[config.mk]
export PLATFORM = sky130hd
export DESIGN_NAME = hop_receiver_tracker_unit
export DESIGN_NICKNAME = d
export VERILOG_FILES = /design/src/hw/rtl/hrt_pkg.sv /design/src/hw/rtl/hrt_hop_mem.sv /design/src/hw/rtl/hrt_link_ctrl.sv /design/src/hw/rtl/hop_receiver_tracker_unit.sv
export SDC_FILE = /design/constraint.sdc
export NUM_CORES = 1
export LEC_CHECK = 0
export BUFFER_PORTS_ARGS = -buffer_cell sky130_fd_sc_hd__buf_2
export CORE_MARGIN = 5
export CORE_UTILIZATION = 66
export DETAILED_ROUTE_END_ITERATION = 10
export PLACE_DENSITY = 0.84
export SETUP_SLACK_MARGIN = 0.3
export SLEW_MARGIN = 20
export SYNTH_ARGS = -nofsm -noshare
export SYNTH_HDL_FRONTEND = slang
export SYNTH_HIERARCHICAL = 1
export SYNTH_SLANG_ARGS = --single-unit
[constraint.sdc]
create_clock -name aclk -period 10.7 [get_ports aclk]
set_clock_uncertainty 0.2 [all_clocks]
set_input_delay 2.14 -clock aclk [delete_from_list [all_inputs] [get_ports aclk]]
set_output_delay 2.14 -clock aclk [all_outputs]
set_load 0.03 [all_outputs]
[src/hw/rtl/hrt_pkg.sv]
// ----------------------------------------------------------------------------
// hrt_pkg
// Shared types and constants of the hop receiver tracker.
// ----------------------------------------------------------------------------
package hrt_pkg;

    // Event codes carried in the op field
    typedef enum logic [1:0] {
        OP_PACKET  = 2'd0,
        OP_TIMEOUT = 2'd1,
        OP_TICK    = 2'd2,
        OP_LOAD    = 2'd3
    } op_t;

    // Configuration register indexes
    typedef enum logic [1:0] {
        REG_SYNC_CHAN_A = 2'd0,
        REG_SYNC_CHAN_B = 2'd1,
        REG_SYNC_CHAN_C = 2'd2
    } reg_idx_t;

    localparam int          CHAN_W         = 7;
    localparam int          CNT_W          = 16;
    localparam int          HOP_IDX_W      = 16;
    localparam int          SLOT_W         = 6;
    localparam logic [2:0]  MODE_HOPPING   = 3'd0;
    localparam logic [2:0]  MODE_NEED_SYNC = 3'd6;
    localparam logic [1:0]  SYNC_LAST      = 2'd2;
    localparam logic [15:0] CNT_MAX        = 16'hFFFF;

    // Result of one event, minus the hop table channel read from the table RAM
    typedef struct packed {
        logic              chan_valid;
        logic              use_table;
        logic [CHAN_W-1:0] alt_chan;
        logic [2:0]        link_state;
        logic              restart_timer;
        logic              hop_error;
        logic              stats_valid;
        logic [CNT_W-1:0]  good_total;
        logic [CNT_W-1:0]  good_in_sync;
        logic [CNT_W-1:0]  lost_waits;
    } hrt_result_t;

    // Saturating increment of a 16-bit counter
    function automatic logic [CNT_W-1:0] sat_inc(input logic [CNT_W-1:0] v);
        return (v == CNT_MAX) ? v : v + 16'd1;
    endfunction

endpackage

[src/hw/rtl/hrt_hop_mem.sv]
// ----------------------------------------------------------------------------
// hrt_hop_mem
// Hop table: synchronous RAM, separate write and read ports, one write and one
// read per cycle, read data registered and held while no read is issued.
// ----------------------------------------------------------------------------
module hrt_hop_mem
    import hrt_pkg::*;
#(
    parameter  int HOP_LEN = 64,
    localparam int IDX_W   = $clog2(HOP_LEN)
) (
    input  logic              aclk,
    input  logic              wr_en,
    input  logic [IDX_W-1:0]  wr_addr,
    input  logic [CHAN_W-1:0] wr_data,
    input  logic              rd_en,
    input  logic [IDX_W-1:0]  rd_addr,
    output logic [CHAN_W-1:0] rd_data
);

    logic [CHAN_W-1:0] mem [HOP_LEN];
    logic [CHAN_W-1:0] rd_data_reg;

    // Write port
    always_ff @(posedge aclk) begin
        if (wr_en) begin
            mem[wr_addr] <= wr_data;
        end
    end

    // Registered read port
    always_ff @(posedge aclk) begin
        if (rd_en) begin
            rd_data_reg <= mem[rd_addr];
        end
    end

    assign rd_data = rd_data_reg;

endmodule

[src/hw/rtl/hrt_link_ctrl.sv]
// ----------------------------------------------------------------------------
// hrt_link_ctrl
// Link state machine and counters: updates the tracker state for each
// accepted word, issues the hop table access and forms the event result.
// ----------------------------------------------------------------------------
module hrt_link_ctrl
    import hrt_pkg::*;
#(
    parameter  int HOP_LEN = 64,
    localparam int IDX_W   = $clog2(HOP_LEN)
) (
    input  logic                 aclk,
    input  logic                 aresetn,
    // configuration writes
    input  logic                 cfg_we,
    input  logic [1:0]           cfg_addr,
    input  logic [CHAN_W-1:0]    cfg_data,
    // accepted event
    input  logic                 accept,
    input  logic [1:0]           op,
    input  logic [HOP_IDX_W-1:0] next_hop,
    input  logic [SLOT_W-1:0]    table_slot,
    input  logic [CHAN_W-1:0]    table_chan,
    // hop table access
    output logic                 mem_wr_en,
    output logic [IDX_W-1:0]     mem_wr_addr,
    output logic [CHAN_W-1:0]    mem_wr_data,
    output logic                 mem_rd_en,
    output logic [IDX_W-1:0]     mem_rd_addr,
    // event result
    output hrt_result_t          result
);

    logic [IDX_W-1:0]  hop_pos_reg,        hop_pos_next;
    logic [1:0]        sync_pos_reg,       sync_pos_next;
    logic [2:0]        link_mode_reg,      link_mode_next;
    logic [CNT_W-1:0]  good_count_reg,     good_count_next;
    logic [CNT_W-1:0]  good_sync_count_reg, good_sync_count_next;
    logic [CNT_W-1:0]  lost_count_reg,     lost_count_next;
    logic [CHAN_W-1:0] sync_chan_reg [3];

    logic hop_in_range;
    logic slot_in_range;
    logic mem_rd_req;
    logic mem_wr_req;

    assign hop_in_range  = {1'b0, next_hop} < 17'(HOP_LEN);
    assign slot_in_range = 9'(table_slot) < 9'(HOP_LEN);

    // Next state and result for the event at the input
    always_comb begin
        hop_pos_next         = hop_pos_reg;
        sync_pos_next        = sync_pos_reg;
        link_mode_next       = link_mode_reg;
        good_count_next      = good_count_reg;
        good_sync_count_next = good_sync_count_reg;
        lost_count_next      = lost_count_reg;
        mem_rd_req           = 1'b0;
        mem_wr_req           = 1'b0;
        result               = '0;

        case (op_t'(op))
            OP_PACKET: begin
                if (hop_in_range) begin
                    good_count_next = sat_inc(good_count_reg);
                    if (link_mode_reg == MODE_NEED_SYNC) begin
                        good_sync_count_next = sat_inc(good_sync_count_reg);
                    end
                    link_mode_next       = MODE_HOPPING;
                    hop_pos_next         = IDX_W'(next_hop);
                    mem_rd_req           = 1'b1;
                    result.chan_valid    = 1'b1;
                    result.use_table     = 1'b1;
                    result.restart_timer = 1'b1;
                end else begin
                    result.hop_error = 1'b1;
                end
            end
            OP_TIMEOUT: begin
                if (link_mode_reg < MODE_NEED_SYNC) begin
                    // lost slot: follow the hop sequence blind
                    link_mode_next = link_mode_reg + 3'd1;
                    if (hop_pos_reg == IDX_W'(HOP_LEN - 1)) begin
                        hop_pos_next = '0;
                    end else begin
                        hop_pos_next = hop_pos_reg + IDX_W'(1);
                    end
                    mem_rd_req        = 1'b1;
                    result.chan_valid = 1'b1;
                    result.use_table  = 1'b1;
                end else begin
                    // waiting for sync: step the sync ring
                    link_mode_next  = MODE_NEED_SYNC;
                    lost_count_next = sat_inc(lost_count_reg);
                    if (sync_pos_reg < SYNC_LAST) begin
                        sync_pos_next = sync_pos_reg + 2'd1;
                    end else begin
                        sync_pos_next = '0;
                    end
                    result.chan_valid = 1'b1;
                    result.alt_chan   = sync_chan_reg[sync_pos_next];
                end
            end
            OP_TICK: begin
                result.stats_valid   = 1'b1;
                result.good_total    = good_count_reg;
                result.good_in_sync  = good_sync_count_reg;
                result.lost_waits    = lost_count_reg;
                good_count_next      = '0;
                good_sync_count_next = '0;
                lost_count_next      = '0;
            end
            OP_LOAD: begin
                mem_wr_req = slot_in_range;
            end
            default: begin
            end
        endcase

        result.link_state = link_mode_next;
    end

    // Hop table access happens on the accept edge
    assign mem_rd_en   = accept & mem_rd_req;
    assign mem_rd_addr = hop_pos_next;
    assign mem_wr_en   = accept & mem_wr_req;
    assign mem_wr_addr = IDX_W'(table_slot);
    assign mem_wr_data = table_chan;

    // Tracker state registers
    always_ff @(posedge aclk) begin
        if (!aresetn) begin
            hop_pos_reg         <= '0;
            sync_pos_reg        <= '0;
            link_mode_reg       <= MODE_NEED_SYNC;
            good_count_reg      <= '0;
            good_sync_count_reg <= '0;
            lost_count_reg      <= '0;
        end else if (accept) begin
            hop_pos_reg         <= hop_pos_next;
            sync_pos_reg        <= sync_pos_next;
            link_mode_reg       <= link_mode_next;
            good_count_reg      <= good_count_next;
            good_sync_count_reg <= good_sync_count_next;
            lost_count_reg      <= lost_count_next;
        end
    end

    // Sync ring channel registers
    always_ff @(posedge aclk) begin
        if (!aresetn) begin
            sync_chan_reg[0] <= '0;
            sync_chan_reg[1] <= '0;
            sync_chan_reg[2] <= '0;
        end else if (cfg_we) begin
            case (reg_idx_t'(cfg_addr))
                REG_SYNC_CHAN_A: sync_chan_reg[0] <= cfg_data;
                REG_SYNC_CHAN_B: sync_chan_reg[1] <= cfg_data;
                REG_SYNC_CHAN_C: sync_chan_reg[2] <= cfg_data;
                default: begin
                end
            endcase
        end
    end

endmodule

[src/hw/rtl/hop_receiver_tracker_unit.sv]
// ----------------------------------------------------------------------------
// hop_receiver_tracker_unit
// Receive-side frequency-hop tracker with hop table, link state and counters.
// ----------------------------------------------------------------------------
// Takes one event word per cycle while the output side is ready and returns
// exactly one result word for it, via the read stage and the output register.
// The state is updated at the accept edge, where the hop table is also read
// (packet, lost slot) or written (table load); the registered table data is
// merged into the result in the read stage, and an output register lets the
// next word enter while a result waits. The table port serves at most one
// access per word, which sets the sustained rate of one word per cycle. The
// table has no reset: entries must be loaded before a packet or timeout
// selects them. Configuration writes are taken in any cycle outside reset and
// set the three sync channels. Neither channel accepts a word while in reset.
// ----------------------------------------------------------------------------
module hop_receiver_tracker_unit
    import hrt_pkg::*;
#(
    parameter  int HOP_LEN = 64,
    localparam int IDX_W   = $clog2(HOP_LEN)
) (
    input  logic                 aclk,
    input  logic                 aresetn,
    // configuration write channel
    input  logic                 cfg_valid,
    output logic                 cfg_ready,
    input  logic [1:0]           cfg_addr,
    input  logic [CHAN_W-1:0]    cfg_data,
    // event input channel
    input  logic                 s_valid,
    output logic                 s_ready,
    input  logic [1:0]           s_op,
    input  logic [HOP_IDX_W-1:0] s_next_hop,
    input  logic [SLOT_W-1:0]    s_table_slot,
    input  logic [CHAN_W-1:0]    s_table_chan,
    // result output channel
    output logic                 m_valid,
    input  logic                 m_ready,
    output logic                 m_chan_valid,
    output logic [CHAN_W-1:0]    m_radio_chan,
    output logic [2:0]           m_link_state,
    output logic                 m_restart_timer,
    output logic                 m_hop_error,
    output logic                 m_stats_valid,
    output logic [CNT_W-1:0]     m_good_total,
    output logic [CNT_W-1:0]     m_good_in_sync,
    output logic [CNT_W-1:0]     m_lost_waits
);

    logic              accept;
    logic              out_load;
    logic              mem_wr_en;
    logic [IDX_W-1:0]  mem_wr_addr;
    logic [CHAN_W-1:0] mem_wr_data;
    logic              mem_rd_en;
    logic [IDX_W-1:0]  mem_rd_addr;
    logic [CHAN_W-1:0] mem_rd_data;
    hrt_result_t       ctrl_result;

    logic              rd_valid_reg,  rd_valid_next;
    hrt_result_t       rd_result_reg;
    logic              out_valid_reg, out_valid_next;
    hrt_result_t       out_result_reg;
    logic [CHAN_W-1:0] out_chan_reg;

    // Handshake: output register frees the read stage, read stage frees the input
    assign out_load  = rd_valid_reg & (~out_valid_reg | m_ready);
    assign s_ready   = aresetn & (~rd_valid_reg | out_load);
    assign accept    = s_valid & s_ready;
    assign cfg_ready = aresetn;

    hrt_link_ctrl #(
        .HOP_LEN (HOP_LEN)
    ) u_ctrl (
        .aclk        (aclk),
        .aresetn     (aresetn),
        .cfg_we      (cfg_valid & cfg_ready),
        .cfg_addr    (cfg_addr),
        .cfg_data    (cfg_data),
        .accept      (accept),
        .op          (s_op),
        .next_hop    (s_next_hop),
        .table_slot  (s_table_slot),
        .table_chan  (s_table_chan),
        .mem_wr_en   (mem_wr_en),
        .mem_wr_addr (mem_wr_addr),
        .mem_wr_data (mem_wr_data),
        .mem_rd_en   (mem_rd_en),
        .mem_rd_addr (mem_rd_addr),
        .result      (ctrl_result)
    );

    hrt_hop_mem #(
        .HOP_LEN (HOP_LEN)
    ) u_hop_mem (
        .aclk    (aclk),
        .wr_en   (mem_wr_en),
        .wr_addr (mem_wr_addr),
        .wr_data (mem_wr_data),
        .rd_en   (mem_rd_en),
        .rd_addr (mem_rd_addr),
        .rd_data (mem_rd_data)
    );

    // Stage valid flags
    always_comb begin
        rd_valid_next = rd_valid_reg;
        if (accept) begin
            rd_valid_next = 1'b1;
        end else if (out_load) begin
            rd_valid_next = 1'b0;
        end

        out_valid_next = out_valid_reg;
        if (out_load) begin
            out_valid_next = 1'b1;
        end else if (m_ready) begin
            out_valid_next = 1'b0;
        end
    end

    always_ff @(posedge aclk) begin
        if (!aresetn) begin
            rd_valid_reg  <= 1'b0;
            out_valid_reg <= 1'b0;
        end else begin
            rd_valid_reg  <= rd_valid_next;
            out_valid_reg <= out_valid_next;
        end
    end

    // Hold the event result while the table read completes
    always_ff @(posedge aclk) begin
        if (accept) begin
            rd_result_reg <= ctrl_result;
        end
    end

    // Merge the table channel and advance into the output register
    always_ff @(posedge aclk) begin
        if (out_load) begin
            out_result_reg <= rd_result_reg;
            out_chan_reg   <= rd_result_reg.use_table ? mem_rd_data : rd_result_reg.alt_chan;
        end
    end

    assign m_valid         = out_valid_reg;
    assign m_chan_valid    = out_result_reg.chan_valid;
    assign m_radio_chan    = out_chan_reg;
    assign m_link_state    = out_result_reg.link_state;
    assign m_restart_timer = out_result_reg.restart_timer;
    assign m_hop_error     = out_result_reg.hop_error;
    assign m_stats_valid   = out_result_reg.stats_valid;
    assign m_good_total    = out_result_reg.good_total;
    assign m_good_in_sync  = out_result_reg.good_in_sync;
    assign m_lost_waits    = out_result_reg.lost_waits;

endmodule

# Yosys cells after proc, flatten, opt, wreduce, memory -nomap -nowiden
# Memory sizes are Yosys's and may differ from the RTL's. A register that Yosys moved wholly into a read port is not among the register bits.
# Index checks and enable logic that the tools add are counted.
[totals]
ff_bits = 179
latch_bits = 0
mem_bits_rw = 469
rom_bits = 0
output_inout_bits = 65
elab_cells = 130
memories = 2
[op_classes]
add_sub_neg = 6
n_mul = 0
n_div = 0
order_cmp = 3
eq_ne = 16
n_shift = 0
mux = 51
bitwise = 15
n_reduce_logical = 11
[memory_table]
columns = ["name", "depth", "width", "read_ports", "rd_clocked_by_memory_dff", "write_ports", "line", "rtl"]
rows = [
  ["u_hop_mem.mem", 64, 7, 1, 1, 1, "hrt_hop_mem.sv:21", "logic [CHAN_W-1:0] mem [HOP_LEN];"],
  ["u_ctrl.sync_chan_reg", 3, 7, 1, 1, 3, "hrt_link_ctrl.sv:40", "logic [CHAN_W-1:0] sync_chan_reg [3];"],
]
[ops]
columns = ["cell", "n"]
rows = [
  ["$mux W16", 7],
  ["$pmux W16 S2", 3],
  ["$mux W49", 1],
  ["$add A16 B1 Y16 const B", 3],
  ["$eq A16 B16 Y1 const B", 3],
  ["$mux W7", 4],
  ["$mux W1", 23],
  ["$mux W6", 3],
  ["$lt A16 B7 Y1 const B", 1],
  ["$pmux W6 S2", 1],
  ["$mux W2", 4],
  ["$ne A2 B2 Y1 const B", 4],
  ["$reduce_and A4 Y1", 2],
  ["$reduce_bool A2 Y1", 4],
  ["$add A6 B1 Y6 const B", 1],
  ["$and A1 B1 Y1", 6],
  ["$eq A2 B2 Y1 const B", 3],
  ["$eq A6 B6 Y1 const B", 1],
  ["$mux W3", 2],
  ["$pmux W3 S2", 1],
  ["$or A1 B1 Y1", 5],
  ["$reduce_and A5 Y1", 1],
  ["$eq A2 B1 Y1 const B", 2],
  ["$logic_not A2 Y1", 2],
  ["other kinds (11)", 15],
]

# Depth between registers and ports, before layout
# Gate-level depths: netlist of the first run.
[depth]
word_depth = 9
ltp_mapped = 12
ltp_nobuf = 10

# Cells and area by module
# Netlist of the first run, hierarchy kept.
[modules_own_cells]
columns = ["mod", "n_inst", "cells_each", "area_per_inst_um2", "seq_area_each_um2"]
rows = [
  ["hrt_hop_mem", 1, 827, 17705.7, 13663.1],
  ["hrt_link_ctrl", 1, 557, 4631.9, 1811.7],
  ["hop_receiver_tracker_unit", 1, 145, 3975.1, 3793.6],
]

# Least setup slack after synthesis of the first run
# Ideal clock, no wire load.
[synth_timing]
kind = "input port to flip-flop"
start = "in m_ready"
end = "mem u_hop_mem.mem[62][0] (enable)"
setup_time_ns = 0.360
t_arrival_ns = 6.860
required_ns = 10.140
setup_slack_ns = 3.280
path_stages = 8
path_buffers = 1
cell_sequence = "nor2b_2 -> a21oi_1 -> clkbuf_1 -> nand2_1 -> nor2_1 -> nor2b_1 -> nand3_1 -> nor2_1"
[synth_via]
elab_chain_cells = 8
[synth_rtl]
columns = ["element", "line", "rtl"]
rows = [
  ["start: declaration", "hop_receiver_tracker_unit.sv:38", "input logic m_ready,"],
  ["$or A1 B1 Y1", "hop_receiver_tracker_unit.sv:67", "assign out_load = rd_valid_reg & (~out_valid_reg | m_ready);"],
  ["$and A1 B1 Y1", "hop_receiver_tracker_unit.sv:67", ""],
  ["$or A1 B1 Y1", "hop_receiver_tracker_unit.sv:68", "assign s_ready = aresetn & (~rd_valid_reg | out_load);"],
  ["$and A1 B1 Y1", "hop_receiver_tracker_unit.sv:68", ""],
  ["$and A1 B1 Y1", "hop_receiver_tracker_unit.sv:69", "assign accept = s_valid & s_ready;"],
  ["via accept", "hop_receiver_tracker_unit.sv:50", "logic accept;"],
  ["$and A1 B1 Y1", "hrt_link_ctrl.sv:126", "assign mem_wr_en = accept & mem_wr_req;"],
  ["via mem_wr_en", "hop_receiver_tracker_unit.sv:52", "logic mem_wr_en;"],
  ["$mux W1", "hrt_hop_mem.sv:26", "if (wr_en) begin"],
  ["$mux W1 (implied by the code)", "hrt_hop_mem.sv:27", "mem[wr_addr] <= wr_data;"],
  ["end: declaration", "hrt_hop_mem.sv:21", ""],
]
# The timed path passes the listed nets, and every way through them passes these cells.

# Worst setup path in the final report of the first run
[layout_timing]
start = "in s_next_hop[8]"
end = "reg u_hop_mem.rd_data_reg[2], in the netlist u_hop_mem/rd_data[2] (read register of u_hop_mem.mem) (data pin)"
[layout_via]
word_cells_on_any_way = 6
cone_classes = "order compare: 1; mux: 4; bitwise: 1"
[layout_lines]
columns = ["element", "line", "rtl"]
rows = [
  ["start: declaration", "hop_receiver_tracker_unit.sv:33", "input logic [HOP_IDX_W-1:0] s_next_hop,"],
  ["$lt A16 B7 Y1", "hrt_link_ctrl.sv:47", "assign hop_in_range = {1'b0, next_hop} < 17'(HOP_LEN);"],
  ["$mux W6", "hrt_link_ctrl.sv:64", "if (hop_in_range) begin"],
  ["$pmux W6 S2", "hrt_link_ctrl.sv:62", "case (op_t'(op))"],
  ["via mem_rd_addr[1]", "hop_receiver_tracker_unit.sv:56", "logic [IDX_W-1:0] mem_rd_addr;"],
  ["end: declaration", "hrt_hop_mem.sv:22", "logic [CHAN_W-1:0] rd_data_reg;"],
]
# The timed path passes the listed nets, and every way through them passes these cells.
# A chain may end at the register's enable or synchronous reset.

==> results.md, run 1 <==
| Parameter | This run |
|:---|:---|
| Result of the run | completed |
| Total number of yosys warnings | 6 |
| Share of final-layout standard cells stronger than drive strength 1 | 21.49% |
| Overflow left after global routing | 0 |
| Dominant synthesized flop cell | sky130_fd_sc_hd__edfxtp_1 |
| Data required time at the worst endpoint | 10,810 ps |
| Chip height | 209.7 um |
| Hold crit path type | reg -> reg |
| Post-synth cell types | 72 |
| Critical path buffer and inverter count | 3 |
| Number of fillers in the final layout | 2,133 |
| Clock Pin Slew Worst Setup and Hold Paths | 60 ps |
| Vias per cell | 6.635 |
| Dpl hpwl | 34,120 um |
| Max Root-Sink Buffers | 3 |
| Shortest clock period the worst path allows after layout | 6421 ps |
| Mean area per synthesized cell | 17.21 sq um |
| Total wire length after detailed routing | 57,270 um |
| Tcrit/Tclk final | 60.01% |
| Final sum of negative setup slack | 0 ps |
| Count of port buffers added during placement | 109 |
| Total of endpoints with negative setup slack in the final report | 0 |
| Total track usage | 26.17% |
| Hold bufs inserted after CTS | 0 |
| Area Growth Syn to Fin | 11.77% |
| Residual DRC | 0 |
| Number of flip-flops in the largest register | 448 |
| Vias in the first global route | 14.45k |
| Largest net degree at the start of global routing | 65 |
| Worst-path cell with the longest stage delay | sky130_fd_sc_hd__buf_4 |
| Final design area excluding fillers | 29,410 sq um |
| Fin. max-slew vios | 0 |
| Post-synthesis sequential area ratio | 73.23% |
| Worst-path cell chain | buf_2 -> or4_4 -> or4_1 -> inv_2 -> a22o_1 -> a21o_4 -> buf_4 -> mux4_2 -> mux2_2 -> o22ai_1 -> o31ai_1 |
| Timing-limited maximum frequency | 155.7 MHz |
| Cell area reported after detailed placement | 27,140 sq um |
| TritonCTS clock tree | done |
| Share of flip-flops with an asynchronous set or reset | 0% |
| Root buffer selected by CTS | sky130_fd_sc_hd__clkbuf_16 |
| Antenna violations before repair | 0 |
| Actual slew at the worst max-slew pin | 1097 ps |
| Worst slew slack as a fraction of its limit | 26.12% |
| Netlist area before placement | 26,310 sq um |
| Cells resized by post-CTS repair | 0 |
| Floorplan die width | 209.7 um |
| Signal arrival time at the worst endpoint | 6530 ps |
| Worst Setup Slack, final | 4279 ps |
| Clock H-tree levels | 3 |
| Count of TritonRoute iterations in the first routing pass | 6 |
| Leakage power | 9.426 nW |
| Largest stage delay on the critical path | 800 ps |
| Clock latency reported for the late side of the worst-skew pair | 590 ps |
| Largest fanout on the critical path | 53 |
| Power Dens Cells | 182.7 nW/um^2 |
| Core Area | 39,550 sq um |
| Number of ports placed on the die boundary | 110 |
| DRT iter0 DRCs | 1,410 |
| Wire length of the first global-routing pass | 86,960 um |
| Number of nets in the finished design | 1,680 |
| Reported max-cap violation count | 0 |
| Number of enable flip-flop cells after synthesis | 601 |
| FF+latch count, synth | 662 |
| Post-synthesis cell count | 1,529 |
| Hold Violations, Final | 0 |
| Die outline area | 43,960 sq um |
| GP Congestion | 0.8682 |
| Minimum setup slack after placement | 3345 ps |
| Top delay family on crit path | simple AND/OR/NAND/NOR gates |
| Net Count, Synth | 1,580 |
| Post-CTS repair timing setup buffer count | 0 |
| Total via count in the routed design | 14.63k |
| ANT cells | 0 |
| Routed WL per cell | 25.97 um |
| Initial core utilization | 66.53% |
| Number of clock sinks seen by CTS | 662 |
| Classification of the worst setup path | in -> reg |
| Number of buffers inserted during clock tree synthesis | 66 |
| RSZ-0062 raised after global routing | no |
| Final worst hold slack | 204.3 ps |
| Crit end category | register |
| Placement Rows | 73 |
| Sort of element at the start of the critical path | input pin |
| ANT nets after route | 0 |
| Maximum vdd ir drop | 164.0 uV |
-- layer usage --
metal / GRT usage [%] / routed length, um / vias up
li1: - / - / 6255
met1: 35.19 / 20800 / 7340
met2: 43.73 / 28830 / 897
met3: 4.933 / 5544 / 139
met4: 9.428 / 2099 / 0
met5: 0 / 0 / -
-- final timing paths --
kind                                                      startpoint                              to  slack, ps  cells after the start
worst max-delay path                                   s_next_hop[8]  u_hop_mem/rd_data[2]$_DFFE_PP_       4280                     11
worst min-delay path                     rd_result_reg[16]$_DFFE_PP_     m_good_in_sync[0]$_DFFE_PP_        200                      0
worst max register to register  u_ctrl/link_mode_reg[1]$_SDFFE_PN1P_  u_hop_mem/rd_data[4]$_DFFE_PP_       6270                     10
worst min register to register           rd_result_reg[16]$_DFFE_PP_     m_good_in_sync[0]$_DFFE_PP_        200                      0
-- logic make-up after synthesis --
logic type / after synthesis / share of synthesized area [%]
simple gates: 403 / 7.917
mux: 145 / 10.98
flops: 662 / 73.23
xor+xnor: 10 / 0.3329
fa+ha+maj: 6 / 0.2853
compound gates: 197 / 5.112
buf+inv: 106 / 2.140
-- report_power, final --
| group | internal, W | total [W] | switching, W | leakage (nW) |
|---|---|---|---|---|
| registers | 0.00285 | 0.00286 | 0.0000102 | 5.99 |
| clock network | 0.00140 | 0.00232 | 0.000923 | 1.08 |
| logic | 0.0000651 | 0.000199 | 0.000134 | 2.35 |
| total | 0.00431 | 0.00537 | 0.00107 | 9.43 |
-- stage by stage --
| stage | std cells | total power [W] | utilization [%] |
|---|---|---|---|
| after floorplan | 1529 | 0.003050 | - |
| after global placement | 2084 | 0.003099 | 68.62 |
| after detailed placement | 2084 | 0.003107 | 68.62 |
| after CTS | 2203 | 0.005406 | 74.20 |
| after global routing | 2205 | 0.005544 | 74.36 |
| final | 2205 | 0.005373 | 74.36 |
-- synthesized netlist by cell type, drive strengths merged, types with 4 or more instances --
library cell  instances  area (sq um)
a41o                  7         70.07
nand3                31         155.2
mux2                  9         127.6
or4                  10         86.33
o21ai                41         205.2
nand4                16         100.1
a22o                  5         43.79
nor2b                12         77.58
a21boi                6         45.04
o31ai                12         90.09
o22ai                13         81.33
dfxtp                61          1221
o221ai                9         78.83
a31o                  4         35.04
ha                    6         75.07
nand4b                6         52.55
buf                  46         337.8
a22oi                 9         67.56
mux2i                24         240.2
nand3b                6         45.04
a21oi                49         245.2
nand2                55         206.5
nor3                 14         70.07
a31oi                 9         56.30
clkbuf               44         165.2
xnor2                 7         61.31
and4                  5         43.79
and3                 10         62.56
nand2b               12         75.07
edfxtp              601         18050
and2                 56         350.3
a211oi                6         45.04
inv                  16         60.06
or3                  23         143.9
mux4                112          2522
nor4                  4         25.02
nor2                131         491.7
-- placed cells by master (no fill, tap or decap), types with 7 or more instances in the layout --
cell,synthesis,final
sky130_fd_sc_hd__nand2b_1,12,12
sky130_fd_sc_hd__or4_1,7,7
sky130_fd_sc_hd__buf_4,20,17
sky130_fd_sc_hd__a31oi_1,9,9
sky130_fd_sc_hd__inv_1,14,14
sky130_fd_sc_hd__edfxtp_1,601,601
sky130_fd_sc_hd__or3_1,23,23
sky130_fd_sc_hd__dfxtp_1,61,61
sky130_fd_sc_hd__mux2i_1,24,24
sky130_fd_sc_hd__nand3_1,31,31
sky130_fd_sc_hd__clkinv_2,0,8
sky130_fd_sc_hd__o21ai_1,20,20
sky130_fd_sc_hd__and2_1,56,56
sky130_fd_sc_hd__buf_2,15,103
sky130_fd_sc_hd__o21ai_0,21,21
sky130_fd_sc_hd__nor2b_1,11,10
sky130_fd_sc_hd__clkinv_1,0,9
sky130_fd_sc_hd__and3_1,10,10
sky130_fd_sc_hd__o22ai_1,13,13
sky130_fd_sc_hd__a41o_1,7,7
sky130_fd_sc_hd__o221ai_1,9,9
sky130_fd_sc_hd__nand2_1,55,55
sky130_fd_sc_hd__nor2_1,131,130
sky130_fd_sc_hd__nor3_1,14,12
sky130_fd_sc_hd__a22oi_1,9,9
sky130_fd_sc_hd__a21oi_1,49,48
sky130_fd_sc_hd__mux2_4,7,7
sky130_fd_sc_hd__xnor2_1,7,7
sky130_fd_sc_hd__nand4_1,16,16
sky130_fd_sc_hd__mux4_2,112,112
sky130_fd_sc_hd__clkbuf_1,44,16
sky130_fd_sc_hd__clkbuf_16,0,73
sky130_fd_sc_hd__o31ai_1,12,12
-- area by class of cell --
type / instances / area [sq um] / share of cell area (%)
Timing Repair Buffer: 122 / 681.9 / 2.319
Clock inverter: 25 / 251.5 / 0.8551
Clock buffer: 94 / 1956 / 6.649
Sequential cell: 662 / 19270 / 65.52
Inverter: 16 / 60.06 / 0.2042
Multi-Input combinational cell: 761 / 6536 / 22.22
Tap cell: 525 / 656.9 / 2.233
No activity file was read; power rests on OpenSTA's default activity.
==> run 2, diff against run 1 <==
--- a/config.mk
+++ b/config.mk
@@ -7,9 +7,9 @@
 export LEC_CHECK = 0
 export BUFFER_PORTS_ARGS = -buffer_cell sky130_fd_sc_hd__buf_2
 export CORE_MARGIN = 5
-export CORE_UTILIZATION = 66
+export CORE_UTILIZATION = 61
 export DETAILED_ROUTE_END_ITERATION = 10
-export PLACE_DENSITY = 0.84
+export PLACE_DENSITY = 0.79
 export SETUP_SLACK_MARGIN = 0.3
 export SLEW_MARGIN = 20
 export SYNTH_ARGS = -nofsm -noshare
==> constraint.sdc (replaced) <==
create_clock -name aclk -period 6.4 [get_ports aclk]
set_clock_uncertainty 0.2 [all_clocks]
set_input_delay 1.28 -clock aclk [delete_from_list [all_inputs] [get_ports aclk]]
set_output_delay 1.28 -clock aclk [all_outputs]
set_load 0.03 [all_outputs]
==> run 2 against run 1 <==
- first-iteration DRC count up 12%
- core utilization down 5.6 points
- critical path depth down 2
- via count down 0.72%
- die area up 7.8%
- global-route usage down 2.3 points
- sequential power up 67%
- sequential share of layout area down 0.18 points
- design area up 0.28%
- combinational power up 69%
- register-to-register slack worse by 4000 ps
- power up 67%
==> results.md, run 2 (synthesis gave the netlist of run 1 again) <==
| Parameter | This run |
|:---|:---|
| Result of the run | completed |
| Classification of the worst setup path | in -> reg |
| Placement Rows | 76 |
| Floorplan die width | 217.7 um |
| Net switching power | 0.001806 W |
| Tcrit/Tclk final | 79.97% |
| Final sum of negative setup slack | 0 ps |
| Initial core utilization | 61.35% |
| Total via count in the routed design | 14.53k |
| Dpl hpwl | 34,270 um |
| Cell area reported after detailed placement | 27,310 sq um |
| Overflow left after global routing | 0 |
| Reported max-cap violation count | 0 |
| Number of ports placed on the die boundary | 110 |
| Net switching share of the total power | 20.18% |
| Root buffer selected by CTS | sky130_fd_sc_hd__clkbuf_16 |
| Largest net degree at the start of global routing | 78 |
| Clock network fraction of total power | 42.9% |
| Share of power burned in registers | 53.3% |
| Max Root-Sink Buffers | 3 |
| DRT iter0 DRCs | 1,578 |
| Commonest cells after routing, fill and taps aside | sky130_fd_sc_hd__edfxtp_1 (601), sky130_fd_sc_hd__nor2_1 (130), sky130_fd_sc_hd__mux4_2 (112), sky130_fd_sc_hd__buf_2 (103), sky130_fd_sc_hd__clkbuf_16 (68) |
| Internal Pwr Total | 0.007147 W |
| Signal arrival time at the worst endpoint | 5260 ps |
| ANT cells | 0 |
| Hold crit path type | reg -> reg |
| Data required time at the worst endpoint | 6540 ps |
| Cells resized by post-CTS repair | 0 |
| Total of endpoints with negative setup slack in the final report | 0 |
| GP Congestion | 0.8671 |
| Clock H-tree levels | 3 |
| Chip height | 217.7 um |
| Number of clock sinks seen by CTS | 662 |
| Hold bufs inserted after CTS | 0 |
| Power Dens Cells | 303.6 nW/um^2 |
| Number of flip-flops in the largest register | 448 |
| Count of port buffers added during placement | 109 |
| Total wire length after detailed routing | 56,030 um |
| Stages on worst setup path | 9 |
| Crit end category | register |
| Hold Violations, Final | 0 |
| TritonCTS clock tree | done |
| Final design area excluding fillers | 29,490 sq um |
| Shortest clock period the worst path allows after layout | 5118 ps |
| Combinational power share | 3.8% |
| Core Area | 42,890 sq um |
| Largest fanout on the critical path | 22 |
| Cell depth of the worst min-delay path | 0 |
| Final worst hold slack | 216.4 ps |
| Worst slew slack as a fraction of its limit | 24.43% |
| Total track usage | 23.85% |
| Largest stage delay on the critical path | 920 ps |
| Share of final-layout standard cells stronger than drive strength 1 | 21.66% |
| Wire length of the first global-routing pass | 85,820 um |
| Maximum vdd ir drop | 322.1 uV |
| RSZ-0062 raised after global routing | no |
| Post-route total power | 0.008953 W |
| Leakage power | 9.428 nW |
| Number of fillers in the final layout | 2,663 |
| Number of buffers inserted during clock tree synthesis | 66 |
| Worst-path cell chain | buf_2 -> or4_4 -> or4_1 -> inv_2 -> a221o_1 -> nand2b_1 -> o31ai_1 -> a21oi_1 -> a32o_1 |
| Layout Cells excl Fill | 2,270 |
| Critical path buffer and inverter count | 2 |
| Die outline area | 47,390 sq um |
| Clock latency reported for the late side of the worst-skew pair | 590 ps |
| Actual slew at the worst max-slew pin | 1129 ps |
| Timing-limited maximum frequency | 195.4 MHz |
| Worst-path cell with the longest stage delay | sky130_fd_sc_hd__a221o_1 |
| Multi-input combinational cell area | 6536 sq um |
| Top delay family on crit path | compound AO/OA/AOI/OAI gates |
| ANT nets after route | 0 |
| Clock Pin Slew Worst Setup and Hold Paths | 60 ps |
| Residual DRC | 0 |
| Routed WL per cell | 24.68 um |
| Vias per cell | 6.399 |
| Number of nets in the finished design | 1,687 |
| Register Area | 19,270 sq um |
| Antenna violations before repair | 2 |
| Cell depth of the worst flop-to-flop path | 9 |
| Placed Cells | 2,153 |
| Leading cell type in the layout, fill and taps excluded | sky130_fd_sc_hd__edfxtp_1 |
| Fin. max-slew vios | 0 |
| Vias in the first global route | 14.42k |
| Post-CTS repair timing setup buffer count | 0 |
| Count of TritonRoute iterations in the first routing pass | 6 |
| Sort of element at the start of the critical path | input pin |
| Area Growth Syn to Fin | 12.09% |
## run 2: worst register-to-register path, delay by kind of cell (launching register included)
| family | cells | cell delay, ps |
|---|---|---|
| compound gates | 4 | 1640 |
| buf+inv | 1 | 350 |
| flops | 1 | 480 |
| mux | 1 | 520 |
| simple gates | 3 | 650 |
## run 2: area by class of cell
cell class                      instances  area share (%)
Inverter                               16          0.2036
Clock buffer                           83           5.960
Tap cell                              585           2.482
Timing Repair Buffer                  129           2.494
Multi-Input combinational cell        761           22.16
Clock inverter                         34           1.366
Sequential cell                       662           65.33
## run 2: power groups by stage
stage	Combinational, W	Clock, W	Sequential (W)
after detailed placement	0.000337	0	0.00487
after global routing	0.000362	0.00410	0.00477
after CTS	0.000338	0.00390	0.00477
after floorplan	0.000204	0	0.00489
after global placement	0.000326	0	0.00486
final	0.000337	0.00384	0.00477
## run 2: routing by layer
metal	vias up	GRT usage [%]	routed length (um)
li1	6277	-	-
met1	7331	32.51	21270
met2	793	38.91	27650
met3	121	5.220	5163
met4	4	8.216	1910
met5	-	0	32
## run 2: path summary, 6_finish.rpt
| path | startpoint | to | slack [ps] |
|---|---|---|---|
| setup / recovery | s_next_hop[8] | u_hop_mem/rd_data[5]$_DFFE_PP_ | 1280 |
| hold / removal | rd_result_reg[12]$_DFFE_PP_ | m_lost_waits[12]$_DFFE_PP_ | 220 |
| setup reg to reg | u_ctrl/link_mode_reg[1]$_SDFFE_PN1P_ | u_hop_mem/rd_data[0]$_DFFE_PP_ | 2310 |
| hold reg to reg | rd_result_reg[12]$_DFFE_PP_ | m_lost_waits[12]$_DFFE_PP_ | 220 |
## run 2: per-stage QoR
| stage | worst slack [ps] | util, % |
|---|---|---|
| global route | 1196 | 68.77 |
| detailed placement | 704.5 | 63.67 |
| finish | 1282 | 68.77 |
| global placement | 751.1 | 63.67 |
| floorplan | 1240 | - |
| CTS | 1310 | 68.71 |
